## src/hdl/mcm_pkg.sv

```systemverilog
// Shared types and constants for the matrix chain order block.
// No dependencies; every other file of the block uses this package.
package mcm_pkg;

    localparam int DEF_MAX_MATRICES = 16;
    localparam int DEF_DIM_BITS     = 12;

    localparam int DIM_W    = 12;
    localparam int COST_W   = 40;
    localparam int SPLIT_W  = 4;
    localparam int STATUS_W = 2;

    localparam logic [STATUS_W-1:0] STAT_OK       = 2'd0;
    localparam logic [STATUS_W-1:0] STAT_TOO_MANY = 2'd1;
    localparam logic [STATUS_W-1:0] STAT_TOO_FEW  = 2'd2;

    typedef struct packed {
        logic [DIM_W-1:0] dim_value;
        logic             last_dim;
    } t_in_beat;

    typedef struct packed {
        logic [COST_W-1:0]   chain_cost;
        logic [SPLIT_W-1:0]  split_pos;
        logic [STATUS_W-1:0] status;
    } t_out_beat;

    typedef struct packed {
        logic valid;
        logic head;
        logic first;
        logic last;
        logic full;
    } t_tag;

endpackage

```

## src/hdl/mcm_path.sv

```systemverilog
// Split evaluation pipeline: product of three dimensions, cost sum, saturation,
// running minimum per interval and cost table write-back. Depends on mcm_pkg.
module mcm_path #(
    parameter  int MAX_MATRICES = mcm_pkg::DEF_MAX_MATRICES,
    parameter  int DIM_BITS     = mcm_pkg::DEF_DIM_BITS,
    localparam int IW           = $clog2(MAX_MATRICES),
    localparam int CAW          = $clog2(MAX_MATRICES * MAX_MATRICES)
) (
    input  logic                         i_clk,
    input  logic                         i_rst_n,
    input  mcm_pkg::t_tag                i_tag,
    input  logic [IW-1:0]                i_k,
    input  logic [CAW-1:0]               i_waddr,
    input  logic [DIM_BITS-1:0]          i_dim0,
    input  logic [DIM_BITS-1:0]          i_dim1,
    input  logic [mcm_pkg::COST_W-1:0]   i_cost0,
    input  logic [mcm_pkg::COST_W-1:0]   i_cost1,
    output logic                         o_busy,
    output logic                         o_we,
    output logic [CAW-1:0]               o_waddr,
    output logic [mcm_pkg::COST_W-1:0]   o_wdata,
    output logic                         o_res_valid,
    output logic [mcm_pkg::COST_W-1:0]   o_res_cost,
    output logic [mcm_pkg::SPLIT_W-1:0]  o_res_split
);
    import mcm_pkg::*;

    localparam int MW  = 2 * DIM_BITS;
    localparam int PW  = 3 * DIM_BITS;
    localparam int CSW = COST_W + 1;
    localparam int SW  = ((PW > CSW) ? PW : CSW) + 1;

    logic [DIM_BITS-1:0] r_pa;
    logic [DIM_BITS-1:0] r_pb;

    t_tag                r_t2;
    logic [MW-1:0]       r_m2;
    logic [DIM_BITS-1:0] r_pb2;
    logic [CSW-1:0]      r_c2;
    logic [IW-1:0]       r_k2;
    logic [CAW-1:0]      r_wa2;

    t_tag                r_t3;
    logic [PW-1:0]       r_p3;
    logic [CSW-1:0]      r_c3;
    logic [IW-1:0]       r_k3;
    logic [CAW-1:0]      r_wa3;

    t_tag                r_t4;
    logic [COST_W-1:0]   r_q4;
    logic [IW-1:0]       r_k4;
    logic [CAW-1:0]      r_wa4;

    logic [COST_W-1:0]   r_best;
    logic [IW-1:0]       r_bestk;

    t_tag                n_t2;
    logic [CSW-1:0]      n_c2;
    logic [SW-1:0]       sum3;
    logic [COST_W-1:0]   n_q4;
    logic                take;
    logic [COST_W-1:0]   n_best;
    logic [IW-1:0]       n_bestk;

    always_comb begin
        n_t2       = i_tag;
        n_t2.valid = i_tag.valid && !i_tag.head;
        n_c2 = (i_tag.first ? '0 : CSW'(i_cost0)) + (i_tag.last ? '0 : CSW'(i_cost1));
    end

    assign sum3 = SW'(r_c3) + SW'(r_p3);
    assign n_q4 = (|sum3[SW-1:COST_W]) ? '1 : sum3[COST_W-1:0];

    assign take    = r_t4.first || (r_q4 < r_best);
    assign n_best  = take ? r_q4 : r_best;
    assign n_bestk = take ? (r_k4 + IW'(1)) : r_bestk;

    always_ff @(posedge i_clk) begin
        if (!i_rst_n) begin
            r_t2 <= '0;
            r_t3 <= '0;
            r_t4 <= '0;
        end else begin
            r_t2 <= n_t2;
            r_t3 <= r_t2;
            r_t4 <= r_t3;
        end
    end

    always_ff @(posedge i_clk) begin
        if (i_tag.valid && i_tag.head) begin
            r_pa <= i_dim0;
            r_pb <= i_dim1;
        end
        r_m2  <= MW'(r_pa) * MW'(i_dim0);
        r_pb2 <= r_pb;
        r_c2  <= n_c2;
        r_k2  <= i_k;
        r_wa2 <= i_waddr;

        r_p3  <= PW'(r_m2) * PW'(r_pb2);
        r_c3  <= r_c2;
        r_k3  <= r_k2;
        r_wa3 <= r_wa2;

        r_q4  <= n_q4;
        r_k4  <= r_k3;
        r_wa4 <= r_wa3;

        if (r_t4.valid) begin
            r_best  <= n_best;
            r_bestk <= n_bestk;
        end
    end

    assign o_busy      = r_t2.valid || r_t3.valid || r_t4.valid;
    assign o_we        = r_t4.valid && r_t4.last;
    assign o_waddr     = r_wa4;
    assign o_wdata     = n_best;
    assign o_res_valid = o_we && r_t4.full;
    assign o_res_cost  = n_best;
    assign o_res_split = SPLIT_W'(n_bestk);

endmodule
```

## config.mk

```make
export PLATFORM = sky130hd
export DESIGN_NAME = mcm_path
export DESIGN_NICKNAME = d
export VERILOG_FILES = /design/src/hdl/mcm_pkg.sv /design/src/hdl/mcm_path.sv
export SDC_FILE = /design/constraint.sdc
export NUM_CORES = 2
export LEC_CHECK = 0
export ABC_CLOCK_PERIOD_IN_PS = 6200
export BUFFER_PORTS_ARGS = -buffer_cell sky130_fd_sc_hd__buf_2
export CORE_UTILIZATION = 30
export DETAILED_ROUTE_END_ITERATION = 10
export RECOVER_POWER = 25
export SYNTH_ARGS = -nofsm -noshare
export SYNTH_HDL_FRONTEND = slang
export SYNTH_SLANG_ARGS = --single-unit
```

## constraint.sdc

```tcl
create_clock -name i_clk -period 6.2 [get_ports i_clk]
set_input_delay 0.62 -clock i_clk [delete_from_list [all_inputs] [get_ports i_clk]]
set_output_delay 0.62 -clock i_clk [all_outputs]
set_load 0.03 [all_outputs]
```

## Word level (Yosys, flattened, before mapping)

Cells that the tools add are included.

| word-level totals | value |
|---|---|
| register bits after elaboration | 310 |
| bits in latches | 0 |
| RAM bits | 0 |
| memory bits (read-only) | 0 |
| word-level logic and storage cells | 47 |
| memories kept | 0 |

| operators by class | value |
|---|---|
| add/subtract/negate cells | 3 |
| multiply operators | 2 |
| div/mod/pow operators | 0 |
| magnitude comparators | 1 |
| eq/ne operators | 0 |
| shifts and indexed selects | 0 |
| multiplexer cells | 4 |
| bitwise operators | 0 |
| reduce and logical (&&, ||, !) cells | 9 |

Operator list:

| operator | count |
|---|---|
| $mux W40 | 3 |
| $add A41 B36 Y42 | 1 |
| $add A40 B40 Y41 | 1 |
| $lt A40 B40 Y1 | 1 |
| $mul A24 B12 Y36 | 1 |
| $mul A12 B12 Y24 | 1 |
| $add A4 B1 Y4 const B | 1 |
| $logic_and A1 B1 Y1 | 4 |
| $mux W4 | 1 |
| $logic_or A1 B1 Y1 | 3 |
| $reduce_or A2 Y1 | 1 |
| $logic_not A1 Y1 | 1 |

## Depth between registers and ports, before layout

| logic depth | value |
|---|---|
| depth after elaboration | 3 |
| gate-level depth with buffers | 22 |

## Worst setup path after synthesis

No wires, ideal clock.

| timing | value |
|---|---|
| path type | register to register |
| from | reg r_pb2[5] |
| to | reg r_p3[34] |
| setup time | 0.123 ns |
| arrival time | 5.514 ns |
| path slack | 0.562 ns |
| cell stages (with the launch flop) | 21 |
| path buffers | 1 |
| period minus slack after synthesis | 5.638 ns |
| path through | dfxtp_1 > clkbuf_1 > nand2_1 > fa_1 > fa_1 > fa_1 > inv_1 > fa_1 > inv_1 > fa_1 > inv_1 > ha_1 > a211oi_1 > o2bb2ai_1 > a31o_2 > a21o_1 > a22o_1 > o41a_1 > a41oi_1 > a21oi_1 > xor2_1 |

| on the way | value |
|---|---|
| cells in the longest elaborated chain, start to end | 1 |

RTL lines:

| item | line | RTL |
|---|---|---|
| start: declaration | mcm_path.sv:38 | `logic [DIM_BITS-1:0] r_pb2;` |
| start signal: assignment | mcm_path.sv:96 | `r_pb2 <= r_pb;` |
| $mul A24 B12 Y36 | mcm_path.sv:101 | `r_p3 <= PW'(r_m2) * PW'(r_pb2);` |
| end signal: assignment | mcm_path.sv:101 |  |
| end: declaration | mcm_path.sv:44 | `logic [PW-1:0] r_p3;` |

No other way between the ends.
A chain may end at the register's enable or synchronous reset.

## Worst setup path after layout

| timing | value |
|---|---|
| from | reg r_m2[10] |
| to | reg r_p3[35] |

| on the way | value |
|---|---|
| cells in the longest elaborated chain, start to end | 1 |

RTL lines:

| item | line | RTL |
|---|---|---|
| start: declaration | mcm_path.sv:37 | `logic [MW-1:0] r_m2;` |
| start signal: assignment | mcm_path.sv:95 | `r_m2 <= MW'(r_pa) * MW'(i_dim0);` |
| $mul A24 B12 Y36 | mcm_path.sv:101 |  |

No other way between the ends.

==> flow_summary.toml <==
[clocking]
cts_buffers = 37
cts.clk_slew.worst_paths_ns = 0.08
root_buffer = "clkbuf_16"
clkSinkCount = 310
clockBufferDepth = 3
clk-insertion-delay-late_ns = 0.59
postCtsHoldBufs = 0
postCtsResizedCells = 0
cts_tree = "done"
htreeDepth = 2
postCtsSetupRepairBufs = 0

[synth]
synth.yosys.seq_area_share_pct = 24.5
ys_seq_elements = 310
synth_edf_count = 68
synthCells = 3110
syn-num-nets = 3807
syn_area_um2 = 28100
synth_top_flop_cell = "dfxtp_1"
synth_cell_types = 74
async_flop_share_pct = 0
postSynthAreaPerCell_um2 = 9.04
ys.warnings.count = 0

[timing]
skew_ns = 0.0255
min_period_ns = 5.97
worst_slew_pin_slew_ns = 0.989
hold_viol = 0
fin_hold_ws_ns = 0.143
rsz0062_at_grt = "false"
fmax_ghz = 0.167
final_max_slew_viol_count = 0
final.setup.tns_ns = 0
max-slew-margin-rel_pct = 33.9
setup_viol = 0
fin_crit_sh_pct = 96.3

[critical_path]
worstSetupPathType = "register to register"
path_buf_inv = 3
max_stage_delay_ns = 0.64
endpoint_kind = "register"
cp.arrival_ns = 6.49
crit_path_frequent_cell = "fa_1"
worstPathRequired_ns = 6.72
crit_chain = "nand2_1 > fa_1 > fa_1 > inv_1 > fa_1 > fa_1 > inv_1 > fa_1 > inv_1 > ha_1 > a21oi_1 > o21ai_0 > a22oi_1 > nand2_1 > a311o_1 > a2111oi_0 > o21bai_1 > a21oi_1 > xnor2_1"
startpoint_type = "register"
cp_max_fo = 12
cp_slowest_cell = "dfxtp_1"
cpLargestDelayFamily = "adder cells"

[global_route]
grt_pass1_vias = 20879
grt_pass1_wl_um = 111000
grt_use_met3_pct = 2.27
use_met1_pct = 20.1
grt_start_max_net_pins = 58
grt_usage_pct = 14.5
overflow = 0
antenna_found_initial = 1
use_met2_pct = 23.6
globalRoute.busiestLayer = "met2"

[cells_and_area]
fillers = 9611
multi_input_area_um2 = 18600
drive_gt1_share_pct = 10.3
finalNetCount = 3935
antenna-diode-count = 0
seq_area_um2 = 6900
final_area_um2 = 31500
layout_common_cells = "inv_1 (476), nand2_1 (432), fa_1 (322), ha_1 (252), dfxtp_1 (228)"
utilization_pct = 34.2
synthToLayoutAreaGrowth_pct = 12.2
layout_commonest_cell = "inv_1"

[route]
firstDrtPassIters = 5
vias = 20914
wl_per_cell_um = 15.3
ant_nets = 0
totalWireLength_um = 68800
remaining_drc_errors = 0
via_per_inst = 4.64
drt_iter0_markers = 1344

[run_status]
status = "complete, no violations"

[floorplanning]
die_area_um2 = 94900
die_y_um = 308
core_area_um2 = 92200
placementRows = 111
die_w_um = 308
start_util_pct = 30.5
ioPinCount = 218

[place]
placed_cell_area_um2 = 30300
dpl.hpwl_um = 54500
port_buffers = 217
place.gp.congestion = 0.854

[flow_run]
drv_cap = 0

[worst_hold_path]
min_path_type = "input pin to register"
[metal layers]
layer / part of all wire [%] / wire [um]
met5: 0 / 0
met4: 2.1 / 1470
met3: 5.6 / 3850
met2: 45 / 30800
met1: 47 / 32700
[worst register-to-register path, cell delays in order (launching register included)]
cell and delay (ns):
dfxtp_1 0.64, nand2_1 0.16, fa_1 0.52, fa_1 0.53, inv_1 0.05, fa_1 0.47
fa_1 0.56, inv_1 0.06, fa_1 0.52, inv_1 0.04, ha_1 0.38, a21oi_1 0.19
o21ai_0 0.13, a22oi_1 0.25, nand2_1 0.14, a311o_1 0.45, a2111oi_0 0.40, o21bai_1 0.13
a21oi_1 0.18, xnor2_1 0.13
[worst paths after layout]
path / depth (start not counted) / end / startpoint / slack, ns
worst max-delay path: 19 / r_p3[35]$_DFF_P_ / r_m2[10]$_DFF_P_ / 0.23
worst min-delay path: 1 / r_wa2[6]$_DFF_P_ / i_waddr[6] / 0.14
worst max register to register: 19 / r_p3[35]$_DFF_P_ / r_m2[10]$_DFF_P_ / 0.23
worst min register to register: 0 / r_c3[32]$_DFF_P_ / r_c2[32]$_DFF_P_ / 0.30
[metrics by stage]
stage / cells / worst slack [ns]
after detailed placement: 4442 / 0.122
after global placement: 4442 / 0.220
final: 4510 / 0.229
after global routing: 4510 / 0.00951
after floorplan: 3110 / 0.562
after CTS: 4510 / 0.117
[cell families after synthesis]
kind of cell             Yosys count  synth area share, %
AO/OA/AOI/OAI                    523                 12.5
XOR/XNOR                         109                 3.40
adder cells (fa/ha/maj)          574                 34.1
buffers and inverters            645                 9.29
flip-flops                       310                 24.5
multiplexers                       9                0.320
AND/OR/NAND/NOR                  940                 15.9
[synthesized netlist by cell type, types with 18 or more instances]
cell	n	area (um2)
inv_1	476	1790
nand2_1	432	1620
fa_1	322	6450
ha_1	252	3150
dfxtp_1	242	4840
and2_1	166	1040
o21ai_0	140	701
nor2_1	132	495
a21oi_1	115	576
clkbuf_1	112	420
nor2b_1	98	613
a21o_1	87	653
xnor2_1	76	666
edfxtp_1	68	2040
a311o_1	42	420
buf_4	42	315
xor2_1	33	289
nand3_1	20	100
o21bai_1	20	150
nor3_1	18	90.1
[state kept, by name, summed over array words and instances (netlist names), 8 cells and up]
register / cells
r_best: 40
o_waddr: 8
r_q4: 40
r_c3: 41
r_pa: 12
r_p3: 36
r_wa2: 8
r_wa3: 8
r_pb2: 12
r_pb: 12
r_m2: 24
r_c2: 41
[final cells by class]
cell class | instances | area share [%]
sequential | 310 | 21.9
clock buffer | 45 | 3.36
multi-input combinational | 2155 | 59.1
clock inverter | 23 | 0.738
timing repair buffer | 257 | 4.36
tap | 1243 | 4.93
inverter | 477 | 5.68
Power is not shown: default switching activity piles up to over one toggle a cycle in this logic, so the estimate is an artifact.
